[src/sv/cbpm_pkg.sv]
// ----------------------------------------------------------------------------
// cbpm_pkg
// Types, constants and codes shared by the chained buffer pool manager.
// ----------------------------------------------------------------------------
`default_nettype none
package cbpm_pkg;

  localparam int unsigned NumBuffers = 8;
  localparam int unsigned BufBytes   = 32;
  localparam int unsigned WordCap    = 32;
  localparam int unsigned HW         = $clog2(NumBuffers);
  localparam int unsigned BW         = $clog2(BufBytes);
  localparam int unsigned AW         = HW + BW;

  typedef enum logic [1:0] {
    CMD_FETCH  = 2'd0,
    CMD_APPEND = 2'd1,
    CMD_COMMIT = 2'd2,
    CMD_PLEN   = 2'd3
  } cmd_e;

  typedef enum logic [1:0] {
    ST_OK     = 2'd0,
    ST_NOFREE = 2'd1,
    ST_BADH   = 2'd2
  } status_e;

  typedef enum logic [2:0] {
    S_IDLE,
    S_BACK,
    S_FWD,
    S_RD,
    S_BYTE,
    S_FREE,
    S_DONE
  } state_e;

  typedef struct packed {
    logic [1:0] command;
    logic [2:0] handle;
    logic       handle_valid;
    logic [5:0] position;
    logic [7:0] byte_value;
  } cmd_t;

  typedef struct packed {
    logic [1:0]  status;
    logic [2:0]  new_handle;
    logic [5:0]  new_position;
    logic [63:0] data_word;
    logic [3:0]  data_bytes;
    logic [7:0]  prev_length;
    logic        last;
  } res_t;

  // byte store port
  typedef struct packed {
    logic          we;
    logic [AW-1:0] waddr;
    logic [7:0]    wdata;
    logic [AW-1:0] raddr;
  } mem_req_t;

endpackage
`default_nettype wire

[src/sv/cbpm_byte_ram.sv]
// ----------------------------------------------------------------------------
// cbpm_byte_ram
// Byte store of the pool: one write port, one registered read port.
// ----------------------------------------------------------------------------
`default_nettype none
module cbpm_byte_ram (
  input  wire logic                clk_i,
  input  wire cbpm_pkg::mem_req_t  req_i,
  output logic [7:0]               rdata_o
);
  logic [7:0] mem [cbpm_pkg::NumBuffers*cbpm_pkg::BufBytes];

  // write and registered read
  always_ff @(posedge clk_i) begin
    if (req_i.we) begin
      mem[req_i.waddr] <= req_i.wdata;
    end
    rdata_o <= mem[req_i.raddr];
  end
endmodule
`default_nettype wire

[src/sv/chained_buffer_pool_manager_unit.sv]
// ----------------------------------------------------------------------------
// chained_buffer_pool_manager_unit
// Pool of linked byte buffers with a free list, driven by commands.
// ----------------------------------------------------------------------------
// One command is taken at a rising edge with start_i high and busy_o low.
// Fetch, append and bad-handle answers are formed in the DONE state and
// registered onto the ports; busy_o falls as the answer comes out, so the
// block cannot take a new command before then. Previous length walks the
// chain backwards, one link a cycle. Commit walks back, then forward over the
// chain, reading the byte store one byte a cycle within each buffer from its
// registered read port, then frees one buffer a cycle. Each full word leaves
// one word later than it is assembled so that the final word can carry last;
// a partial final word follows in the first freeing cycle.
// Results come with valid_o for one cycle and cannot be held off.
`default_nettype none
module chained_buffer_pool_manager_unit (
  input  wire logic            clk_i,
  input  wire logic            rst_ni,
  input  wire logic            start_i,
  input  wire cbpm_pkg::cmd_t  cmd_i,
  output logic                 busy_o,
  output logic                 valid_o,
  output cbpm_pkg::res_t       res_o
);
  localparam int unsigned N  = cbpm_pkg::NumBuffers;
  localparam int unsigned HW = cbpm_pkg::HW;
  localparam int unsigned CW = $clog2(N + 1);
  localparam int unsigned TW = $clog2(cbpm_pkg::WordCap * 8 + 1);
  localparam int unsigned FW = $clog2(cbpm_pkg::BufBytes + 1);

  // link and fill tables
  logic [HW-1:0] next_q [N];
  logic [N-1:0]  next_ok_q;
  logic [HW-1:0] prev_q [N];
  logic [N-1:0]  prev_ok_q;
  logic [FW-1:0] fill_q [N];
  logic [N-1:0]  alloc_q;
  logic [HW-1:0] fhead_q;
  logic          fok_q;

  cbpm_pkg::state_e st_q, st_d;
  cbpm_pkg::cmd_t   c_q;
  logic [HW-1:0]    cur_q;
  logic [N-1:0]     seen_q;
  logic [HW-1:0]    order_q [N];
  logic [CW-1:0]    cnt_q, idx_q;
  logic [FW-1:0]    bi_q;
  logic [TW-1:0]    total_q;
  logic [63:0]      word_q;
  logic [3:0]       nb_q;
  logic [HW-1:0]    steps_q;
  logic             rvld_q;
  logic             pend_q;
  logic [63:0]      pend_w_q;
  logic             tail_q;

  cbpm_pkg::res_t   res_d;
  logic             vld_d;

  cbpm_pkg::mem_req_t mreq;
  logic [7:0]         rdata;

  cbpm_byte_ram u_ram (.clk_i(clk_i), .req_i(mreq), .rdata_o(rdata));

  logic          hok;
  logic [HW-1:0] h;
  logic [HW-1:0] pl, nl;
  logic          back_go, fwd_go, byte_go, cap_ok;

  assign h       = c_q.handle[HW-1:0];
  assign hok     = ({{(8-HW){1'b0}}, h} == 8'(c_q.handle)) && alloc_q[h];
  assign pl      = prev_q[cur_q];
  assign nl      = next_q[cur_q];
  assign back_go = prev_ok_q[cur_q] && alloc_q[pl] && !seen_q[pl];
  assign fwd_go  = next_ok_q[cur_q] && alloc_q[nl] && !seen_q[nl] && (cnt_q < CW'(N));
  assign cap_ok  = total_q < TW'(cbpm_pkg::WordCap * 8);
  assign byte_go = (bi_q < fill_q[cur_q]) && cap_ok;
  assign busy_o  = (st_q != cbpm_pkg::S_IDLE);

  // next state
  always_comb begin
    st_d = st_q;
    case (st_q)
      cbpm_pkg::S_IDLE: if (start_i) st_d = cbpm_pkg::S_DONE;
      cbpm_pkg::S_DONE: begin
        if (c_q.command == cbpm_pkg::CMD_COMMIT && hok) st_d = cbpm_pkg::S_BACK;
        else if (c_q.command == cbpm_pkg::CMD_PLEN && hok) st_d = cbpm_pkg::S_BACK;
        else st_d = cbpm_pkg::S_IDLE;
      end
      cbpm_pkg::S_BACK: begin
        if (!back_go) st_d = (c_q.command == cbpm_pkg::CMD_PLEN) ? cbpm_pkg::S_IDLE
                                                                   : cbpm_pkg::S_RD;
      end
      cbpm_pkg::S_RD: st_d = cbpm_pkg::S_BYTE;
      cbpm_pkg::S_BYTE: if (!byte_go && !rvld_q) st_d = cbpm_pkg::S_FWD;
      cbpm_pkg::S_FWD: st_d = fwd_go ? cbpm_pkg::S_RD : cbpm_pkg::S_FREE;
      cbpm_pkg::S_FREE: if (idx_q == cnt_q - CW'(1)) st_d = cbpm_pkg::S_IDLE;
      default: st_d = cbpm_pkg::S_IDLE;
    endcase
  end

  // result of the current cycle, registered onto the ports
  always_comb begin
    vld_d = 1'b0;
    res_d = '0;
    case (st_q)
      cbpm_pkg::S_DONE: begin
        res_d.last = 1'b1;
        if (c_q.command == cbpm_pkg::CMD_FETCH) begin
          vld_d = 1'b1;
          if (c_q.handle_valid && !hok) res_d.status = cbpm_pkg::ST_BADH;
          else if (!fok_q) res_d.status = cbpm_pkg::ST_NOFREE;
          else res_d.new_handle = 3'(fhead_q);
        end else if (!hok) begin
          vld_d = 1'b1;
          res_d.status = cbpm_pkg::ST_BADH;
        end else if (c_q.command == cbpm_pkg::CMD_APPEND) begin
          vld_d = 1'b1;
          if (c_q.position >= 6'(cbpm_pkg::BufBytes)) begin
            if (!fok_q) res_d.status = cbpm_pkg::ST_NOFREE;
            else begin
              res_d.new_handle   = 3'(fhead_q);
              res_d.new_position = 6'd1;
            end
          end else begin
            res_d.new_handle   = c_q.handle;
            res_d.new_position = c_q.position + 6'd1;
          end
        end
      end
      cbpm_pkg::S_BACK: begin
        if (!back_go && c_q.command == cbpm_pkg::CMD_PLEN) begin
          vld_d = 1'b1;
          res_d.last = 1'b1;
          res_d.prev_length = (16'(steps_q) * 16'(cbpm_pkg::BufBytes) > 16'd255)
            ? 8'd255 : 8'(16'(steps_q) * 16'(cbpm_pkg::BufBytes));
        end
      end
      cbpm_pkg::S_BYTE: begin
        // a new full word releases the one held before it
        if (rvld_q && nb_q == 4'd7 && pend_q) begin
          vld_d = 1'b1;
          res_d.data_word  = pend_w_q;
          res_d.data_bytes = 4'd8;
        end
      end
      cbpm_pkg::S_FWD: begin
        if (!fwd_go) begin
          vld_d = 1'b1;
          if (pend_q) begin
            res_d.data_word  = pend_w_q;
            res_d.data_bytes = 4'd8;
            res_d.last       = (nb_q == 4'd0);
          end else begin
            res_d.data_word  = word_q;
            res_d.data_bytes = nb_q;
            res_d.last       = 1'b1;
          end
        end
      end
      cbpm_pkg::S_FREE: begin
        // partial final word after the held full word
        if (tail_q) begin
          vld_d = 1'b1;
          res_d.last       = 1'b1;
          res_d.data_word  = word_q;
          res_d.data_bytes = nb_q;
        end
      end
      default: ;
    endcase
  end

  // byte store requests
  always_comb begin
    mreq       = '0;
    mreq.raddr = {cur_q, bi_q[cbpm_pkg::BW-1:0]};
    if (st_q == cbpm_pkg::S_DONE && c_q.command == cbpm_pkg::CMD_APPEND && hok) begin
      if (c_q.position >= 6'(cbpm_pkg::BufBytes)) begin
        mreq.we    = fok_q;
        mreq.waddr = {fhead_q, {cbpm_pkg::BW{1'b0}}};
      end else begin
        mreq.we    = 1'b1;
        mreq.waddr = {h, c_q.position[cbpm_pkg::BW-1:0]};
      end
      mreq.wdata = c_q.byte_value;
    end
  end

  // sequencer and tables
  always_ff @(posedge clk_i or negedge rst_ni) begin
    if (!rst_ni) begin
      st_q      <= cbpm_pkg::S_IDLE;
      valid_o   <= 1'b0;
      res_o     <= '0;
      for (int i = 0; i < N; i++) begin
        next_q[i] <= HW'((i + 1) % N);
        prev_q[i] <= '0;
        fill_q[i] <= '0;
        order_q[i] <= '0;
      end
      next_ok_q <= {1'b0, {(N-1){1'b1}}};
      prev_ok_q <= '0;
      alloc_q   <= '0;
      fhead_q   <= '0;
      fok_q     <= 1'b1;
      c_q       <= '0;
      cur_q     <= '0;
      seen_q    <= '0;
      cnt_q     <= '0;
      idx_q     <= '0;
      bi_q      <= '0;
      total_q   <= '0;
      word_q    <= '0;
      nb_q      <= '0;
      steps_q   <= '0;
      rvld_q    <= 1'b0;
      pend_q    <= 1'b0;
      pend_w_q  <= '0;
      tail_q    <= 1'b0;
    end else begin
      st_q    <= st_d;
      valid_o <= vld_d;
      res_o   <= res_d;
      rvld_q  <= 1'b0;
      case (st_q)
        cbpm_pkg::S_IDLE: if (start_i) c_q <= cmd_i;
        cbpm_pkg::S_DONE: begin
          cur_q   <= h;
          seen_q  <= N'(1) << h;
          steps_q <= '0;
          cnt_q   <= '0;
          total_q <= '0;
          nb_q    <= '0;
          word_q  <= '0;
          bi_q    <= '0;
          pend_q  <= 1'b0;
          tail_q  <= 1'b0;
          if (c_q.command == cbpm_pkg::CMD_FETCH) begin
            if (!(c_q.handle_valid && !hok) && fok_q) begin
              fhead_q <= next_q[fhead_q];
              fok_q   <= next_ok_q[fhead_q];
              alloc_q[fhead_q]   <= 1'b1;
              fill_q[fhead_q]    <= '0;
              next_ok_q[fhead_q] <= 1'b0;
              prev_ok_q[fhead_q] <= c_q.handle_valid;
              if (c_q.handle_valid) begin
                next_q[h] <= fhead_q;
                next_ok_q[h] <= 1'b1;
                prev_q[fhead_q] <= h;
              end
            end
          end else if (hok && c_q.command == cbpm_pkg::CMD_APPEND) begin
            if (c_q.position >= 6'(cbpm_pkg::BufBytes)) begin
              if (fok_q) begin
                fhead_q <= next_q[fhead_q];
                fok_q   <= next_ok_q[fhead_q];
                alloc_q[fhead_q]   <= 1'b1;
                fill_q[fhead_q]    <= FW'(1);
                next_ok_q[fhead_q] <= 1'b0;
                prev_ok_q[fhead_q] <= 1'b1;
                prev_q[fhead_q]    <= h;
                next_q[h]    <= fhead_q;
                next_ok_q[h] <= 1'b1;
              end
            end else begin
              if (fill_q[h] < FW'(c_q.position) + FW'(1))
                fill_q[h] <= FW'(c_q.position) + FW'(1);
            end
          end
        end
        cbpm_pkg::S_BACK: begin
          if (back_go) begin
            cur_q   <= pl;
            seen_q  <= seen_q | (N'(1) << pl);
            steps_q <= steps_q + HW'(1);
          end else begin
            seen_q <= N'(1) << cur_q;
            if (c_q.command != cbpm_pkg::CMD_PLEN) begin
              order_q[0] <= cur_q;
              cnt_q <= CW'(1);
            end
          end
        end
        cbpm_pkg::S_RD: begin
          if (byte_go) begin
            bi_q <= bi_q + FW'(1);
            total_q <= total_q + TW'(1);
            rvld_q <= 1'b1;
          end
        end
        cbpm_pkg::S_BYTE: begin
          if (byte_go) begin
            bi_q <= bi_q + FW'(1);
            total_q <= total_q + TW'(1);
            rvld_q <= 1'b1;
          end
          // pack the byte read last cycle; a full word is held back
          if (rvld_q) begin
            if (nb_q == 4'd7) begin
              pend_q   <= 1'b1;
              pend_w_q <= {rdata, word_q[55:0]};
              word_q   <= '0;
              nb_q     <= '0;
            end else begin
              word_q[nb_q[2:0]*8 +: 8] <= rdata;
              nb_q <= nb_q + 4'd1;
            end
          end
        end
        cbpm_pkg::S_FWD: begin
          bi_q <= '0;
          idx_q <= '0;
          if (fwd_go) begin
            cur_q  <= nl;
            seen_q <= seen_q | (N'(1) << nl);
            order_q[cnt_q[HW-1:0]] <= nl;
            cnt_q  <= cnt_q + CW'(1);
          end else if (pend_q) begin
            pend_q <= 1'b0;
            tail_q <= (nb_q != 4'd0);
          end
        end
        cbpm_pkg::S_FREE: begin
          tail_q <= 1'b0;
          alloc_q[order_q[idx_q[HW-1:0]]] <= 1'b0;
          if (idx_q == cnt_q - CW'(1)) begin
            next_q[order_q[idx_q[HW-1:0]]]    <= fhead_q;
            next_ok_q[order_q[idx_q[HW-1:0]]] <= fok_q;
            fhead_q <= order_q[0];
            fok_q   <= 1'b1;
            prev_ok_q[order_q[0]] <= 1'b0;
          end else begin
            next_q[order_q[idx_q[HW-1:0]]]    <= order_q[idx_q[HW-1:0] + HW'(1)];
            next_ok_q[order_q[idx_q[HW-1:0]]] <= 1'b1;
          end
          idx_q <= idx_q + CW'(1);
        end
        default: ;
      endcase
    end
  end

`ifndef SYNTHESIS
  a_one_result_on_last: assert property (@(posedge clk_i) disable iff (!rst_ni)
    valid_o && res_o.last |=> !valid_o || st_q != cbpm_pkg::S_IDLE ||
      $past(st_q) != cbpm_pkg::S_IDLE)
    else $error("two results after last");
  a_free_head_valid: assert property (@(posedge clk_i) disable iff (!rst_ni)
    st_q == cbpm_pkg::S_IDLE && fok_q |-> !alloc_q[fhead_q])
    else $error("free head is allocated");
  a_bytes_range: assert property (@(posedge clk_i) disable iff (!rst_ni)
    valid_o |-> res_o.data_bytes <= 4'd8)
    else $error("byte count out of range");
`endif
endmodule
`default_nettype wire

[config.mk]
export PLATFORM = sky130hd
export DESIGN_NAME = chained_buffer_pool_manager_unit
export DESIGN_NICKNAME = d
export VERILOG_FILES = /design/src/sv/cbpm_pkg.sv /design/src/sv/cbpm_byte_ram.sv /design/src/sv/chained_buffer_pool_manager_unit.sv
export SDC_FILE = /design/constraint.sdc
export NUM_CORES = 2
export LEC_CHECK = 0
export BUFFER_PORTS_ARGS = -buffer_cell sky130_fd_sc_hd__buf_2
export CAP_MARGIN = 40
export CORE_ASPECT_RATIO = 1.25
export CORE_MARGIN = 3
export CORE_UTILIZATION = 36
export CTS_CLUSTER_DIAMETER = 150
export CTS_CLUSTER_SIZE = 24
export DETAILED_ROUTE_END_ITERATION = 10
export GPL_ROUTABILITY_DRIVEN = 0
export GPL_TIMING_DRIVEN = 0
export HOLD_SLACK_MARGIN = 0.02
export PLACE_DENSITY = 0.52
export SLEW_MARGIN = 40
export SYNTH_ARGS = -nofsm -noshare
export SYNTH_HDL_FRONTEND = slang
export SYNTH_HIERARCHICAL = 1
export SYNTH_SLANG_ARGS = --single-unit
[constraint.sdc]
create_clock -name clk_i -period 7.18 [get_ports clk_i]
set_input_delay 0.359 -clock clk_i [delete_from_list [all_inputs] [get_ports clk_i]]
set_output_delay 0.359 -clock clk_i [all_outputs]
set_load 0.005 [all_outputs]
Yosys cells after proc, flatten, opt, wreduce, memory -nomap -nowiden
Memories as Yosys holds them, arrays and structs flattened. A register that Yosys moved wholly into a read port is not among the register bits.
Cells that the tools add are included.
{"block": "classes", "shift": 6, "n_mux": 202, "order_cmp": 28, "bitwise": 24, "reduce_logical": 74, "n_eq_ne": 32, "addsub": 10}
{"op": "$mux 24", "n": 14}
{"op": "$mux 48", "n": 6}
{"op": "$mux 68", "n": 4}
{"op": "$pmux 68 s3", "n": 1}
{"op": "$mux 8", "n": 22}
{"op": "$mux 64", "n": 2}
{"op": "$pmux 64 s2", "n": 1}
{"op": "$bwmux 24", "n": 5}
{"op": "$mux 3", "n": 32}
{"op": "$bwmux 64", "n": 1}
{"op": "$shift 8x34->64 const A", "n": 1}
{"op": "$shiftx 8x34->64", "n": 1}
{"op": "$or 8x8->8", "n": 7}
{"op": "$mux 9", "n": 6}
{"op": "$and 48x48->48", "n": 1}
{"op": "$bwmux 48", "n": 1}
{"op": "$mux 6", "n": 8}
{"op": "$not 48->48", "n": 1}
{"op": "$pmux 24 s2", "n": 1}
{"op": "$pmux 8 s2", "n": 3}
{"op": "$bmux 3 s3", "n": 5}
{"op": "$and 40x40->40", "n": 1}
{"op": "$not 40->40", "n": 1}
{"op": "$mux 1", "n": 39}
{"op": "68 further kinds", "n": 212}
{"block": "word_totals", "ff_bits": 432, "mem_bits_rw": 2048, "out_inout_bits": 90, "mem_count": 1, "wordCells": 441, "inputBits": 23}
{"name": "u_ram.mem", "words": 256, "word_bits": 8, "rd": 1, "rd_clocked_by_memory_dff": 1, "wr": 1, "line": "cbpm_byte_ram.sv:11", "rtl": "logic [7:0] mem [cbpm_pkg::NumBuffers*cbpm_pkg::BufBytes];"}

Longest topological paths before layout
{"block": "depth", "depth_word": 12, "mapped_depth": 17, "depth_no_buf": 12}

Hierarchy
The synthesis kept the hierarchy.
{"module": "cbpm_byte_ram", "cells_each": 3733, "instances": 1, "area_each_um2": 79556.3, "seq_area_each_um2": 61659.1}
{"module": "chained_buffer_pool_manager_unit", "cells_each": 1851, "instances": 1, "area_each_um2": 21141.5, "seq_area_each_um2": 10710.3}

Least setup slack after synthesis
Ideal clock, no wire load.
{"block": "synth_timing", "kind": "register -> register", "start": "register c_q, in the netlist h[1]", "end": "memory u_ram.mem[0][0], data pin", "arrival_time_ps": 4774, "path_buffers": 2, "period_less_slack_ps": 5646, "path_slack_ps": 1534, "setup_ps": 873, "required_time_ps": 6307, "stages_incl_launch_ff": 7, "path_cell_list": "dfrtp_1 -> clkbuf_1 -> mux4_2 -> mux2_2 -> and2_1 -> clkbuf_1 -> and3_1"}
{"element": "from (decl)", "line": "chained_buffer_pool_manager_unit.sv:42", "rtl": "cbpm_pkg::cmd_t c_q;"}
{"element": "from (signal assigned)", "line": "chained_buffer_pool_manager_unit.sv:227", "rtl": "cbpm_pkg::S_IDLE: if (start_i) c_q <= cmd_i;"}
{"element": "to (decl)", "line": "cbpm_byte_ram.sv:11"}

==> metrics.csv <==
metric;value;unit
setup_viol;0;
firstDrtPassIters;6;
place_ws;0.855;ns
cap_violations;0;
worst_path_max_delay_cell;nor2_1;
clock_skew;0.0533;ns
path_cells;clkbuf_1, mux4_2, mux2_2, and2_1, and2_1, nand2_1, nor2_1, clkbuf_1, nor2b_1, clkbuf_1, nand4_1, clkbuf_4, nor2_1;
power.share.sequential;52.4;%
clkPwrFrac;24.3;%
use_met2;39.3;%
swShare;31.6;%
finalCritPeriodShare;90.6;%
grt_pass1_vias;56767;
yosysMostFrequentCell;edfxtp_1;
critPathCaptureType;register;
overflow;0;
seq_area_frac_synth;71.9;%
grt_pass1_wl;461000;microns
die_area;286000;sq um
globalRouteMet3Util;3.14;%
routedWlPerCell;34.5;microns
post_cts_resized;0;
finalHoldViolations;0;
max-vdd-ir-drop;220;uV
boundaryPins;113;
top_usage_layer;met2;
antenna_found_initial;13;
port_buffers;107;
ant_nets;0;
clock-sinks;2483;
crit_top_cell;clkbuf_1;
outcome;completed;
start_kind;register;
drive_gt1_share;25.0;%
synth-async-reset-ratio;17.2;%
cts_tree;done;
p_int;20900;uW
slew_viol_final;0;
synth_cell_type_count;94;
final_area;112000;sq um
placementRows;216;
worstPathMaxFanout;10;
critPathRequiredTime;7.62;ns
clock.fmax;0.154;GHz
ctsLongestPathBuffers;3;
dp_hpwl;240000;microns
period_minus_slack;6.51;ns
yosys-top-cells-area;edfxtp_1, mux4_2, dfrtp_1, mux2i_1, mux2_2;
grt_usage;23.0;%
crit_type;reg -> reg;
slew_headroom;35.3;%
coreArea;278000;sq um
via_count;57053;
cts_setup_buffers;0;
fp.dieH;597;microns
placed_area;108000;sq um
grt_max_degree;78;
yosysWarnings;6;
combPwrFrac;23.2;%
routed_via_density;5.90;
finalNetCount;5961;
syn_to_final_growth;11.1;%
power.leakage;0.0408;uW
synth_edf_count;2048;
drtIter0Drc;7114;
clk_pin_slew;0.11;ns
start_util;36.3;%
fp.dieW;479;microns
worstMarginPinSlew;0.966;ns
numCtsBuffers;113;
p_per_area;273;nW/um^2
fillers;25013;
avgSynthCellArea;18.0;sq um
p_sw;9630;uW
synth_common_cells;edfxtp_1, mux4_2, dfrtp_1, nor2_1, clkbuf_1;
ctsHoldBuffers;22;
drc;0;
clk_latency;0.84;ns
wl;333000;microns
slowest_delay;0.68;ns
synth_seq_cells;2483;
htree_levels;3;
worst_slack;0.674;ns
synth_top_area_share;61.1;%
critPathArrivalTime;6.94;ns
synthCells;5584;
utilization;40.3;%
met1_usage;29.0;%
rsz0062_at_grt;no;
root_buffer;clkbuf_16;
syn-cell-area;101000;sq um
ys.flop_type;edfxtp_1;
hold_class;in -> reg;
yosysTopAreaCell;edfxtp_1;
[through the flow]
stage	TNS, ns	instances	total power [uW]	hold WS [ns]
floorplan	0	5588	20300	0.0634
global placement	-8436.39	9401	23200	0.464
detailed placement	0	9484	23300	0.261
global route	0	9670	31500	0.101
finish	0	9672	30500	0.118
CTS	0	9667	30700	0.0318
[cells by family after synthesis]
group,synth area share [%]
other,0.00372
multiplexers,14.6
AND/OR/NAND/NOR,4.05
AO/OA/AOI/OAI,6.86
adder cells (fa/ha/maj),0.283
XOR/XNOR,0.165
buffers and inverters,2.14
flip-flops,71.9
[registers in the layout, indices dropped and copies added, names as in the netlist, 4 cells and up]
register,flops
next_q,24
nb_q,4
alloc_q,8
total_q,9
res_o,83
u_ram/mem,2048
order_q,24
pend_w_q,64
bi_q,6
next_ok_q,8
idx_q,4
c_q,17
cnt_q,4
prev_q,24
seen_q,8
fill_q,48
prev_ok_q,8
word_q,64
u_ram/rdata_o,8
[cell usage in the layout (no fill, tap or decap), types with 40 or more instances in the layout]
cell | synthesis | layout
a21oi_1 | 156 | 147
a22o_1 | 162 | 162
a22oi_1 | 148 | 148
buf_12 | 9 | 54
buf_2 | 46 | 173
buf_4 | 34 | 41
clkbuf_1 | 199 | 172
clkbuf_16 | 0 | 114
clkbuf_2 | 0 | 58
dfrtp_1 | 407 | 406
edfxtp_1 | 2048 | 2048
mux2_2 | 136 | 136
mux2i_1 | 179 | 178
mux4_2 | 500 | 500
nand2_1 | 176 | 176
nand3_1 | 59 | 59
nor2_1 | 389 | 173
nor2_2 | 2 | 215
nor2b_1 | 49 | 49
o21ai_0 | 154 | 152
o221ai_1 | 54 | 54
o22ai_1 | 41 | 40
o2bb2ai_1 | 51 | 51
[layout make-up]
type | count | area, sq um | area share (%)
Timing Repair Buffer | 213 | 2400 | 2.15
Buffer | 368 | 2190 | 1.95
Clock buffer | 153 | 3000 | 2.68
Tap cell | 3706 | 4640 | 4.14
Antenna cell | 4 | 10.0 | 0.00894
Sequential cell | 2483 | 72400 | 64.7
Inverter | 26 | 97.6 | 0.0872
Multi-Input combinational cell | 2711 | 27100 | 24.2
Clock inverter | 8 | 92.6 | 0.0827
[power groups by stage]
stage | combinational (uW) | clock (uW) | sequential, uW
floorplan | 4130 | 0 | 16100
global placement | 6840 | 0 | 16300
detailed placement | 7030 | 0 | 16300
CTS | 7060 | 7640 | 16000
global route | 7400 | 8090 | 16000
finish | 7090 | 7430 | 16000
[critical path: cells and delay by family (launching register included)]
| family | cells | cell delay (ns) |
|---|---|---|
| DFF | 1 | 0.34 |
| and+or+nand+nor | 7 | 2.83 |
| muxes | 2 | 0.64 |
| buffers and inverters | 4 | 2.23 |
[routing by layer]
layer | routed length, microns | up-vias
met4 | 18100 | 2
met5 | 13 | -
met2 | 166000 | 2538
met1 | 126000 | 30812
li1 | - | 23144
met3 | 22700 | 557
[path summary, 6_finish.rpt]
path	start	endpoint	slack [ns]	cells past startpoint
max in group asynchronous	rst_ni	res_o[17]	6.19	4
setup / recovery	h[1]	u_ram/mem[126][1]	0.67	13
min in group asynchronous	rst_ni	fok_q	0.14	2
setup reg to reg	h[1]	u_ram/mem[126][1]	0.67	13
hold / removal	start_i	st_q[1]	0.12	4
hold reg to reg	steps_q[2]	steps_q[2]	0.48	1
No activity file was read; power rests on OpenSTA's default activity.
